[src/sv/pdbc_pkg.sv]
package pdbc_pkg;

  // frame and fixed-point sizes
  localparam int unsigned FRAME_BITS     = 8;
  localparam int unsigned DUTY_FRAC_BITS = 16;

  // field widths
  localparam int unsigned MODE_W = 2;
  localparam int unsigned TIME_W = 32;
  localparam int unsigned RIDX_W = 3;
  localparam int unsigned FREQ_W = 20;
  localparam int unsigned DUTY_W = 16;
  localparam int unsigned CFG_IDX_W = 1;

  // stream word widths, padded to whole bytes
  localparam int unsigned IN_FIELDS_W  = TIME_W + RIDX_W + 1;
  localparam int unsigned IN_DATA_W    = ((IN_FIELDS_W + 7) / 8) * 8;
  localparam int unsigned OUT_FIELDS_W = FREQ_W + DUTY_W + 3 + DUTY_W;
  localparam int unsigned OUT_DATA_W   = ((OUT_FIELDS_W + 7) / 8) * 8;

  // frame store sizing
  localparam int unsigned CNT_W   = $clog2(FRAME_BITS + 1);
  localparam int unsigned STORE_W = (FRAME_BITS > 1) ? $clog2(FRAME_BITS) : 1;

  // serial divider sizing
  localparam int unsigned DIV_W  = (FREQ_W > DUTY_FRAC_BITS) ? FREQ_W : DUTY_FRAC_BITS;
  localparam int unsigned STEP_W = $clog2(DIV_W);

  // constants
  localparam logic [FREQ_W-1:0] MICRO_PER_SEC = FREQ_W'(1000000);
  localparam logic [DUTY_W-1:0] DUTY_MAX =
    (DUTY_FRAC_BITS >= DUTY_W) ? {DUTY_W{1'b1}} : DUTY_W'((1 << DUTY_FRAC_BITS) - 1);

  // item kinds
  typedef enum logic [MODE_W-1:0] {
    MODE_RISE = 2'd0,
    MODE_FALL = 2'd1,
    MODE_READ = 2'd2,
    MODE_NONE = 2'd3
  } mode_e;

  // register indexes
  typedef enum logic [CFG_IDX_W-1:0] {
    REG_FREQ_LOW  = 1'b0,
    REG_FREQ_HIGH = 1'b1
  } reg_e;

  // sequencer states
  typedef enum logic [4:0] {
    S_IDLE = 5'b00001,
    S_THR  = 5'b00010,
    S_FDIV = 5'b00100,
    S_DDIV = 5'b01000,
    S_FIN  = 5'b10000
  } state_e;

endpackage

[src/sv/pulse_duty_bit_capture.sv]
// falling edge: threshold, frequency and duty division and finish states, then the output
//   register; the next word is taken only back in idle; a bit-serial restoring divider gives
//   one quotient bit per cycle, 20 bits for the frequency then DUTY_FRAC_BITS bits for the duty
// rising edge, host read and unused kinds: straight to the finish state, then the output register
// one output register lets the next input word in while a result waits
// asynchronous reset clears timestamps, store, count and ready flag; band limits 0 and 1000000
module pulse_duty_bit_capture (
  input  logic                             clk_i,
  input  logic                             rst_ni,
  // input words
  input  logic                             s_axis_tvalid,
  output logic                             s_axis_tready,
  input  logic [pdbc_pkg::IN_DATA_W-1:0]   s_axis_tdata,  // time_us, read_index, clear_ready
  input  logic [pdbc_pkg::MODE_W-1:0]      s_axis_tuser,  // mode
  // result words
  output logic                             m_axis_tvalid,
  input  logic                             m_axis_tready,
  output logic [pdbc_pkg::OUT_DATA_W-1:0]  m_axis_tdata,  // frequency_hz, duty_q16, in_band,
                                                          // captured, frame_ready, read_duty_q16
  // register writes
  input  logic                             cfg_valid_i,
  output logic                             cfg_ready_o,
  input  logic [pdbc_pkg::CFG_IDX_W-1:0]   cfg_index_i,
  input  logic [pdbc_pkg::FREQ_W-1:0]      cfg_data_i
);
  import pdbc_pkg::*;

  state_e              state_q, state_d;
  mode_e               mode_q, mode_d;
  logic [RIDX_W-1:0]   idx_q, idx_d;
  logic                clr_q, clr_d;
  logic [TIME_W-1:0]   last_fall_q, last_fall_d;
  logic [TIME_W-1:0]   last_rise_q, last_rise_d;
  logic [TIME_W-1:0]   period_q, period_d;
  logic [TIME_W-1:0]   high_q, high_d;
  logic [TIME_W+2:0]   h5_q, h5_d;
  logic [TIME_W+2:0]   p3_q, p3_d;
  logic                pzero_q, pzero_d;
  logic                hge_q, hge_d;
  logic [TIME_W-1:0]   rem_q, rem_d;
  logic [FREQ_W-1:0]   num_q, num_d;
  logic [DIV_W-1:0]    quo_q, quo_d;
  logic [STEP_W-1:0]   cnt_q, cnt_d;
  logic [FREQ_W-1:0]   freq_q, freq_d;
  logic [DUTY_W-1:0]   duty_q, duty_d;
  logic [CNT_W-1:0]    count_q, count_d;
  logic                ready_q, ready_d;
  logic [DUTY_W-1:0]   store_q [FRAME_BITS];
  logic [DUTY_W-1:0]   store_d [FRAME_BITS];
  logic [FREQ_W-1:0]   freq_low_q, freq_low_d;
  logic [FREQ_W-1:0]   freq_high_q, freq_high_d;
  logic                out_valid_q, out_valid_d;
  logic [OUT_DATA_W-1:0] out_data_q, out_data_d;

  // input word fields
  logic [TIME_W-1:0]   in_time;
  logic [RIDX_W-1:0]   in_idx;
  logic                in_clr;
  logic                in_fire;

  // divider step
  logic [TIME_W:0]     div_r2;
  logic [TIME_W+1:0]   div_diff;
  logic                div_ge;
  logic [TIME_W-1:0]   rem_step;
  logic [DIV_W-1:0]    quo_step;

  // finishing values
  logic                out_room;
  logic [FREQ_W-1:0]   freq_v;
  logic [DUTY_W-1:0]   duty_v;
  logic                outside;
  logic                band;
  logic [DUTY_W-1:0]   rd_v;
  logic                res_fall;
  logic                res_cap;
  logic                res_rdy;

  assign in_time = s_axis_tdata[TIME_W-1:0];
  assign in_idx  = s_axis_tdata[TIME_W+RIDX_W-1:TIME_W];
  assign in_clr  = s_axis_tdata[TIME_W+RIDX_W];

  assign s_axis_tready = (state_q == S_IDLE);
  assign in_fire       = s_axis_tvalid && s_axis_tready;
  assign cfg_ready_o   = 1'b1;
  assign m_axis_tvalid = out_valid_q;
  assign m_axis_tdata  = out_data_q;

  // one restoring division step, next numerator bit shifted in
  assign div_r2   = {rem_q, num_q[FREQ_W-1]};
  assign div_diff = {1'b0, div_r2} - {2'b00, period_q};
  assign div_ge   = ~div_diff[TIME_W+1];
  assign rem_step = div_ge ? div_diff[TIME_W-1:0] : div_r2[TIME_W-1:0];
  assign quo_step = {quo_q[DIV_W-2:0], div_ge};

  // saturation, duty thresholds on the exact ratio, frequency band
  assign out_room = !out_valid_q || m_axis_tready;
  assign freq_v   = pzero_q ? MICRO_PER_SEC : freq_q;
  assign duty_v   = (pzero_q || hge_q) ? DUTY_MAX : duty_q;
  assign outside  = pzero_q || (h5_q > p3_q) || (h5_q < {2'b00, period_q, 1'b0});
  assign band     = (freq_v > freq_low_q) && (freq_v < freq_high_q);

  // stored duty selected by a host read
  always_comb begin
    rd_v = '0;
    for (int i = 0; i < FRAME_BITS; i++) begin
      if (RIDX_W'(i) == idx_q && i < (1 << RIDX_W)) begin
        rd_v = store_q[i];
      end
    end
  end

  // sequencer, divider and frame bookkeeping
  always_comb begin
    state_d     = state_q;
    mode_d      = mode_q;
    idx_d       = idx_q;
    clr_d       = clr_q;
    last_fall_d = last_fall_q;
    last_rise_d = last_rise_q;
    period_d    = period_q;
    high_d      = high_q;
    h5_d        = h5_q;
    p3_d        = p3_q;
    pzero_d     = pzero_q;
    hge_d       = hge_q;
    rem_d       = rem_q;
    num_d       = num_q;
    quo_d       = quo_q;
    cnt_d       = cnt_q;
    freq_d      = freq_q;
    duty_d      = duty_q;
    count_d     = count_q;
    ready_d     = ready_q;
    store_d     = store_q;
    freq_low_d  = freq_low_q;
    freq_high_d = freq_high_q;
    out_valid_d = out_valid_q && !m_axis_tready;
    out_data_d  = out_data_q;
    res_fall    = 1'b0;
    res_cap     = 1'b0;
    res_rdy     = ready_q;

    // register writes
    if (cfg_valid_i) begin
      case (reg_e'(cfg_index_i))
        REG_FREQ_LOW:  freq_low_d  = cfg_data_i;
        REG_FREQ_HIGH: freq_high_d = cfg_data_i;
        default: ;
      endcase
    end

    case (state_q)
      S_IDLE: begin
        if (in_fire) begin
          mode_d   = mode_e'(s_axis_tuser);
          idx_d    = in_idx;
          clr_d    = in_clr;
          period_d = in_time - last_fall_q;
          high_d   = in_time - last_rise_q;
          state_d  = S_FIN;
          case (mode_e'(s_axis_tuser))
            MODE_RISE: last_rise_d = in_time;
            MODE_FALL: begin
              last_fall_d = in_time;
              state_d     = S_THR;
            end
            MODE_READ: ;
            MODE_NONE: ;
            default: ;
          endcase
        end
      end
      S_THR: begin
        h5_d    = {1'b0, high_q, 2'b00} + {3'b000, high_q};
        p3_d    = {2'b00, period_q, 1'b0} + {3'b000, period_q};
        pzero_d = (period_q == '0);
        hge_d   = (high_q >= period_q);
        rem_d   = '0;
        num_d   = MICRO_PER_SEC;
        quo_d   = '0;
        cnt_d   = STEP_W'(FREQ_W - 1);
        state_d = S_FDIV;
      end
      S_FDIV: begin
        rem_d = rem_step;
        num_d = {num_q[FREQ_W-2:0], 1'b0};
        quo_d = quo_step;
        cnt_d = cnt_q - 1'b1;
        if (cnt_q == '0) begin
          freq_d  = quo_step[FREQ_W-1:0];
          rem_d   = high_q;
          num_d   = '0;
          quo_d   = '0;
          cnt_d   = STEP_W'(DUTY_FRAC_BITS - 1);
          state_d = S_DDIV;
        end
      end
      S_DDIV: begin
        rem_d = rem_step;
        num_d = {num_q[FREQ_W-2:0], 1'b0};
        quo_d = quo_step;
        cnt_d = cnt_q - 1'b1;
        if (cnt_q == '0) begin
          duty_d  = quo_step[DUTY_W-1:0];
          state_d = S_FIN;
        end
      end
      S_FIN: begin
        if (out_room) begin
          res_fall = (mode_q == MODE_FALL);
          // frame capture on a measured falling edge
          if (res_fall && !ready_q) begin
            if (band) begin
              if (outside && count_q < CNT_W'(FRAME_BITS)) begin
                store_d[count_q[STORE_W-1:0]] = duty_v;
                count_d = count_q + 1'b1;
                res_cap = 1'b1;
              end
            end else begin
              if (count_q >= CNT_W'(FRAME_BITS)) begin
                ready_d = 1'b1;
              end
              count_d = '0;
            end
          end
          res_rdy = ready_d;
          if (mode_q == MODE_READ && clr_q) begin
            ready_d = 1'b0;
          end
          out_valid_d = 1'b1;
          out_data_d  = OUT_DATA_W'({
            (mode_q == MODE_READ) ? rd_v : {DUTY_W{1'b0}},
            res_rdy,
            res_cap,
            res_fall && band,
            res_fall ? duty_v : {DUTY_W{1'b0}},
            res_fall ? freq_v : {FREQ_W{1'b0}}
          });
          state_d = S_IDLE;
        end
      end
      default: state_d = S_IDLE;
    endcase
  end

  // control state and stored history
  always_ff @(posedge clk_i or negedge rst_ni) begin
    if (!rst_ni) begin
      state_q     <= S_IDLE;
      last_fall_q <= '0;
      last_rise_q <= '0;
      count_q     <= '0;
      ready_q     <= 1'b0;
      freq_low_q  <= '0;
      freq_high_q <= MICRO_PER_SEC;
      out_valid_q <= 1'b0;
      for (int i = 0; i < FRAME_BITS; i++) begin
        store_q[i] <= '0;
      end
    end else begin
      state_q     <= state_d;
      last_fall_q <= last_fall_d;
      last_rise_q <= last_rise_d;
      count_q     <= count_d;
      ready_q     <= ready_d;
      freq_low_q  <= freq_low_d;
      freq_high_q <= freq_high_d;
      out_valid_q <= out_valid_d;
      store_q     <= store_d;
    end
  end

  // working registers
  always_ff @(posedge clk_i) begin
    mode_q     <= mode_d;
    idx_q      <= idx_d;
    clr_q      <= clr_d;
    period_q   <= period_d;
    high_q     <= high_d;
    h5_q       <= h5_d;
    p3_q       <= p3_d;
    pzero_q    <= pzero_d;
    hge_q      <= hge_d;
    rem_q      <= rem_d;
    num_q      <= num_d;
    quo_q      <= quo_d;
    cnt_q      <= cnt_d;
    freq_q     <= freq_d;
    duty_q     <= duty_d;
    out_data_q <= out_data_d;
  end

  // fill count never passes the frame size
  assert property (@(posedge clk_i) disable iff (!rst_ni)
    count_q <= CNT_W'(FRAME_BITS))
    else $error("frame count overflow");

  // ready flag only rises when a falling edge finishes
  assert property (@(posedge clk_i) disable iff (!rst_ni)
    $rose(ready_q) |-> $past(state_q == S_FIN && mode_q == MODE_FALL))
    else $error("ready flag set outside a falling edge");

  // a captured duty is always in band and leaves no frame ready
  assert property (@(posedge clk_i) disable iff (!rst_ni)
    (out_valid_q && out_data_q[FREQ_W+DUTY_W+1]) |->
      (out_data_q[FREQ_W+DUTY_W] && !out_data_q[FREQ_W+DUTY_W+2]))
    else $error("capture without band or with frame ready");

  // duty division keeps its partial remainder below the period
  assert property (@(posedge clk_i) disable iff (!rst_ni)
    (state_q == S_DDIV && !hge_q) |-> (rem_q < period_q))
    else $error("duty remainder out of range");

endmodule

[config.mk]
export PLATFORM = sky130hd
export DESIGN_NAME = pulse_duty_bit_capture
export DESIGN_NICKNAME = d
export VERILOG_FILES = /design/src/sv/pdbc_pkg.sv /design/src/sv/pulse_duty_bit_capture.sv
export SDC_FILE = /design/constraint.sdc
export NUM_CORES = 1
export LEC_CHECK = 0
export BUFFER_PORTS_ARGS = -buffer_cell sky130_fd_sc_hd__clkbuf_2
export CORE_ASPECT_RATIO = 0.9
export CORE_MARGIN = 4
export CORE_UTILIZATION = 30
export DETAILED_ROUTE_END_ITERATION = 8
export SYNTH_ARGS = -nofsm -noshare
export SYNTH_HDL_FRONTEND = slang
export SYNTH_SLANG_ARGS = --single-unit
[constraint.sdc]
create_clock -name clk_i -period 3.51 [get_ports clk_i]
set_input_delay 0.351 -clock clk_i [delete_from_list [all_inputs] [get_ports clk_i]]
set_output_delay 0.351 -clock clk_i [all_outputs]
set_load 0.01 [all_outputs]
==> flow_summary.json, run 1 <==
{
  "status": "complete, no violations",
  "ios": 127,
  "min_period_ps": 3420,
  "dp_slack_ps": -64.5,
  "cap_violations": 0,
  "fp.dieH_um": 320,
  "dr_wl_met2_um": 33300,
  "drive_gt1_share_pct": 18.3,
  "rows": 114,
  "synth_common_cells": "ha_1 (312), edfxtp_1 (302), dfrtp_1 (235)",
  "synth_most_common_cell": "ha_1",
  "grt_pass1_vias": 22300,
  "routed-wl-met3_um": 3830,
  "critPathMostFrequentCell": "buf_12",
  "synthCells": 2901,
  "area_growth_pct": 17.7,
  "rsz0062_at_grt": "true",
  "synth_xor_area_share_pct": 3.78,
  "instances_no_fill": 4648,
  "wl_per_cell_um": 16.7,
  "synth.mux.area_fraction_pct": 9.26,
  "irDropWorstVdd_mv": 0.530,
  "grt_pass1_wl_um": 123000,
  "synth-seq-cells": 545,
  "highest-signal-layer": "met4",
  "synth_top_cell_area_share_pct": 27.9,
  "setup_viol": 0,
  "start_util_pct": 30.2,
  "yosysTopAreaCell": "edfxtp_1",
  "fmax_ghz": 0.292,
  "yosys.area_share.simple_pct": 10.2,
  "syn_area_um2": 32500,
  "total_leakage_power_nw": 17.0,
  "path_clk_slew_ps": 60,
  "hpwlAfterDp_um": 56700,
  "numCtsBuffers": 57,
  "critPathSlowestCell": "or4_4",
  "final_antenna_net_count": 0,
  "die_area_um2": 114000,
  "gr-total-overflow": 0,
  "required_ps": 4010,
  "die_x_um": 355,
  "fin_crit_sh_pct": 97.4,
  "cp_max_fo": 18,
  "cts_tree": "built",
  "final_hold_viol_count": 0,
  "fin_nets": 3534,
  "cpPeakStageDelay_ps": 480,
  "post-place-cells": 4467,
  "drc": 0,
  "r2r_setup_slack_ps": 90,
  "cp_top_family": "simple AND/OR/NAND/NOR gates",
  "path_buf_inv": 3,
  "cts.path.max_buffers": 3,
  "coreArea_um2": 107000,
  "path_class": "register to register",
  "cts.sinks": 545,
  "gp_congestion": 0.879,
  "synth_compound_area_share_pct": 13.6,
  "hold_path.class": "input port to register",
  "ys_warn_count": 0,
  "clock_latency_ps": 620,
  "ys_top_cells_by_area": "edfxtp_1 (28%), dfrtp_1 (18%), ha_1 (12%)",
  "routed_wl_um": 77500,
  "final-max-slew-violation-count": 0,
  "grt_usage_pct": 13.4,
  "synth-adder-area-share_pct": 12.3,
  "htreeDepth": 2,
  "port_buffers": 120,
  "drt-vias-per-instance": 4.79,
  "finalInstanceArea_um2": 38200,
  "fin_ws_ps": 90.9,
  "setup_tns_ps": 0,
  "powerDensity_nw_per_um2": 767,
  "m1WireLength_um": 38700,
  "drtIter0Drc": 1352,
  "drt_first_pass_iters": 5,
  "placed_area_um2": 35500,
  "synthArstFlopShare_pct": 44.6,
  "cp-end-kind": "register",
  "ys_seq_area_share_pct": 46.7,
  "grt_antenna_before_repair": 0,
  "ys.flop_type": "edfxtp_1",
  "start_kind": "register",
  "synthDistinctLibCells": 77,
  "fin_skew_ps": 18.4,
  "synth_top_family_by_area": "compound AO/OA/AOI/OAI gates",
  "utilization_pct": 35.6,
  "root_buffer": "clkbuf_16",
  "grt_max_degree": 87,
  "dr_total_vias": 22300,
  "syn_avg_cell_area_um2": 11.2,
  "synth_edf_count": 302,
  "worst_pin_slew_ps": 1070,
  "path_cells": "buf_12 -> or2_2 -> ha_1 -> nand4_1 -> o21ai_0 -> a21oi_1 -> or4_4 -> nor2_8 -> buf_12 -> nand4_4 -> buf_12 -> mux2_4",
  "slew-limit-headroom_pct": 28.5,
  "syn_nets": 3286,
  "cp.arrival_ps": 3920
}
flip-flops by register name (all words and copies together) (netlist names), 5 cells and up:
name,count
freq_q,20
duty_q,16
p3_q,34
high_q,32
num_q,14
freq_high_q,20
rem_q,32
store_q,128
last_rise_q,32
state_q,5
freq_low_q,20
m_axis_tdata,55
last_fall_q,32
cnt_q,5
h5_q,35
quo_q,19
period_q,32
power breakdown:
group,switching [mW],internal (mW),total [mW]
logic,7.35,6.01,13.4
registers,0.905,8.80,9.70
clock network,2.63,3.60,6.23
total,10.9,18.4,29.3
metal layers:
| layer | up-vias | GRT usage (%) |
|---|---|---|
| met5 | - | 0 |
| met4 | 0 | 3.04 |
| met3 | 110 | 1.92 |
| met2 | 457 | 21.0 |
| met1 | 10600 | 19.7 |
| li1 | 11100 | - |
cells by family after synthesis:
| group | Yosys count |
|---|---|
| AOI/OAI and AO/OA | 699 |
| xor gates and xnor gates | 140 |
| adders and majority gates | 317 |
| buffers and inverters | 335 |
| DFF | 545 |
| muxes | 234 |
| other | 2 |
| and+or+nand+nor | 629 |
placed cells by master (no fill, tap or decap), types with 80 or more instances in the layout:
cell / instances
nand2_1: 154
edfxtp_1: 302
dfrtp_1: 235
mux2_2: 100
a21oi_1: 182
nor2_1: 127
inv_1: 224
ha_1: 308
buf_4: 94
mux2_4: 80
clkbuf_2: 119
a21o_1: 131
xnor2_1: 88
o21ai_0: 178
metrics by stage:
stage               power [mW]  hold slack, ps
global route              31.6            47.4
finish                    29.3            38.7
CTS                       29.3            2.63
floorplan                 19.3            55.4
global placement          22.6             403
detailed placement        22.9             411
area by class of cell:
| class | count | area [um^2] |
|---|---|---|
| fillers | 10600 | 69200 |
| multi-input cells | 2021 | 16100 |
| flip-flops and latches | 545 | 15200 |
| repair buffers | 292 | 2310 |
| well taps | 1450 | 1810 |
| clock buffers | 74 | 1580 |
| inverters | 231 | 877 |
| clock inverters | 32 | 320 |
| repair inverters | 1 | 7.51 |
| diodes | 2 | 5.00 |
timing repair:
item | in CTS | in global routing
setup endpoints to repair | 8 | 170
pin swaps | 0 | 4
hold endpoints to repair | 166 | 0
buffers inserted | 0 | 15
cloned | 0 | 2
hold buffers | 56 | 0
gates resized for setup | 1 | 26
worst paths after layout:
check                                  from               to  cells past startpoint
max                                 pzero_q      store_q[78]                     12
min                        s_axis_tdata[27]  last_fall_q[27]                      3
max reg2reg                         pzero_q      store_q[78]                     12
min reg2reg                       quo_q[18]       freq_q[19]                      0
max in group asynchronous            rst_ni       store_q[3]                      3
min in group asynchronous            rst_ni   freq_low_q[14]                      2
worst min-delay path, cell delays in order:
cell,delay (ps)
clkbuf_2,130
nand2_1,50
o21ai_0,80
No activity file was read; power rests on OpenSTA's default activity.
==> run 2: changes to the inputs <==
--- a/config.mk
+++ b/config.mk
@@ -8,8 +8,10 @@
 export BUFFER_PORTS_ARGS = -buffer_cell sky130_fd_sc_hd__clkbuf_2
 export CORE_ASPECT_RATIO = 0.9
 export CORE_MARGIN = 4
-export CORE_UTILIZATION = 30
+export CORE_UTILIZATION = 53
 export DETAILED_ROUTE_END_ITERATION = 8
+export PLACE_DENSITY = 0.73
+export SLEW_MARGIN = 40
 export SYNTH_ARGS = -nofsm -noshare
 export SYNTH_HDL_FRONTEND = slang
 export SYNTH_SLANG_ARGS = --single-unit
==> flow_summary.json, run 2 (synthesis results as in run 1) <==
{
  "cpPeakStageDelay_ps": 570,
  "htreeDepth": 2,
  "power.switching_mw": 10.9,
  "multiInputGateArea_um2": 16100,
  "die_area_um2": 65300,
  "gr-total-overflow": 0,
  "final_cell_mix": "ha_1 (307), edfxtp_1 (302), dfrtp_1 (235)",
  "drtIter0Drc": 2083,
  "path_cells": "buf_12 -> nor2b_1 -> buf_4 -> ha_1 -> a21oi_1 -> nor2b_1 -> o21ai_0 -> a2111oi_0 -> or4_4 -> nor2_8 -> buf_12 -> nand4_4 -> buf_12 -> mux2_4",
  "grt_antenna_before_repair": 2,
  "total_leakage_power_nw": 16.9,
  "regMostFlops": "store_q",
  "register_area_um2": 15200,
  "critPathMostFrequentCell": "buf_12",
  "routed_wl_um": 75100,
  "start_kind": "register",
  "area_growth_pct": 14.7,
  "drt-vias-per-instance": 5.77,
  "worst_pin_slew_ps": 809,
  "finalInstanceArea_um2": 37200,
  "min_period_ps": 3410,
  "critPathSlowestCell": "or4_4",
  "pwr-share-comb_pct": 44.8,
  "mostFrequentLayoutCell": "ha_1",
  "ios": 127,
  "num_antenna_cells": 0,
  "clock_latency_ps": 640,
  "utilization_pct": 61.9,
  "gp_congestion": 0.901,
  "cp_max_fo": 19,
  "wl_per_cell_um": 19.0,
  "cts_tree": "built",
  "grt_pass1_vias": 23300,
  "fp.dieH_um": 243,
  "drc": 0,
  "cp.arrival_ps": 3930,
  "status": "complete, no violations",
  "rows": 85,
  "placed_area_um2": 34500,
  "numCtsBuffers": 59,
  "root_buffer": "clkbuf_16",
  "setup_viol": 0,
  "final_hold_viol_count": 0,
  "irDropWorstVdd_mv": 0.534,
  "hpwlAfterDp_um": 55000,
  "slew-limit-headroom_pct": 46.1,
  "required_ps": 4030,
  "power_frac_seq_pct": 32.9,
  "coreArea_um2": 60200,
  "hold_path.class": "input port to register",
  "grt_pass1_wl_um": 121000,
  "grt_usage_pct": 22.9,
  "start_util_pct": 53.9,
  "drt_first_pass_iters": 7,
  "fin_crit_sh_pct": 97.1,
  "sw_frac_of_total_pct": 36.9,
  "cp-end-kind": "register",
  "fin_nets": 3503,
  "nFillCells": 4625,
  "path_clk_slew_ps": 60,
  "drive_gt1_share_pct": 18.0,
  "p_clk_share_pct": 22.3,
  "fmax_ghz": 0.293,
  "cts.sinks": 545,
  "final-max-slew-violation-count": 0,
  "final_antenna_net_count": 0,
  "dr_total_vias": 22800,
  "cap_violations": 0,
  "port_buffers": 120,
  "powerDensity_nw_per_um2": 794,
  "cts.path.max_buffers": 3,
  "path_class": "register to register",
  "grt_max_degree": 101,
  "fin_skew_ps": 33.6,
  "die_x_um": 269,
  "p_int_mw": 18.7,
  "largest_reg_flops": 128
}
==> run 2: power groups by stage <==
stage | Combinational, mW | Clock (mW) | Sequential (mW)
detailed placement | 12.9 | 0 | 9.84
CTS | 13.1 | 6.72 | 9.72
finish | 13.3 | 6.58 | 9.73
global route | 14.9 | 7.00 | 9.87
global placement | 12.4 | 0 | 9.77
floorplan | 9.79 | 0 | 9.52
==> run 2: worst paths after layout <==
path,from,to,slack (ps),cells after the start
worst max register to register,pzero_q,store_q[92],100,14
worst min-delay path,s_axis_tdata[24],last_fall_q[24],30,3
worst max-delay path,pzero_q,store_q[92],100,14
min in group asynchronous,rst_ni,freq_low_q[8],290,2
worst min register to register,quo_q[18],freq_q[19],430,0
max in group asynchronous,rst_ni,count_q[2],2260,3
==> run 2: per-stage QoR <==
step / power (mW) / TNS (ps) / hold WS, ps / setup slack, ps / std cells
after global routing: 31.8 / -767 / 24.3 / -76.4 / 3952
after detailed placement: 22.8 / -29.0 / 356 / -26.5 / 3779
after CTS: 29.5 / 0 / 0.340 / 8.81 / 3940
final: 29.6 / 0 / 34.4 / 101 / 3952
after floorplan: 19.3 / 0 / 55.4 / 1.25 / 2901
after global placement: 22.2 / 0 / 342 / 69.7 / 3779
==> run 2: layout make-up <==
| cell class | count | area share (%) |
|---|---|---|
| clock inverter | 27 | 0.924 |
| sequential | 545 | 40.7 |
| timing repair buffer | 260 | 5.42 |
| multi-input combinational | 2021 | 43.3 |
| clock buffer | 85 | 4.72 |
| inverter | 231 | 2.34 |
| tap | 783 | 2.63 |
==> run 2: layer usage <==
layer / wire length [um] / share of wire, % / GRT usage [%] / vias up
met5: 0 / 0 / 0 / -
li1: - / - / - / 11000
met4: 2680 / 3.6 / 8.06 / 0
met1: 34200 / 45 / 31.8 / 11000
met3: 3840 / 5.1 / 2.84 / 153
met2: 34400 / 46 / 37.2 / 651
==> run 2: what timing repair did <==
| action | CTS | global route |
|---|---|---|
| pin swaps | 0 | 2 |
| setup endpoints to repair | 1 | 171 |
| resized for setup | 1 | 20 |
| cloned | 0 | 1 |
| hold buffers | 49 | 0 |
| setup buffers | 0 | 11 |
| endpoints found under the hold margin | 133 | 0 |
==> run 2: critical path, delay by kind of cell, from the launching register on <==
kind / cells / cell delay (ps)
AOI/OAI and AO/OA: 3 / 570
and+or+nand+nor: 5 / 1020
adders and majority gates: 1 / 230
DFF: 1 / 450
muxes: 1 / 300
buffers and inverters: 4 / 690
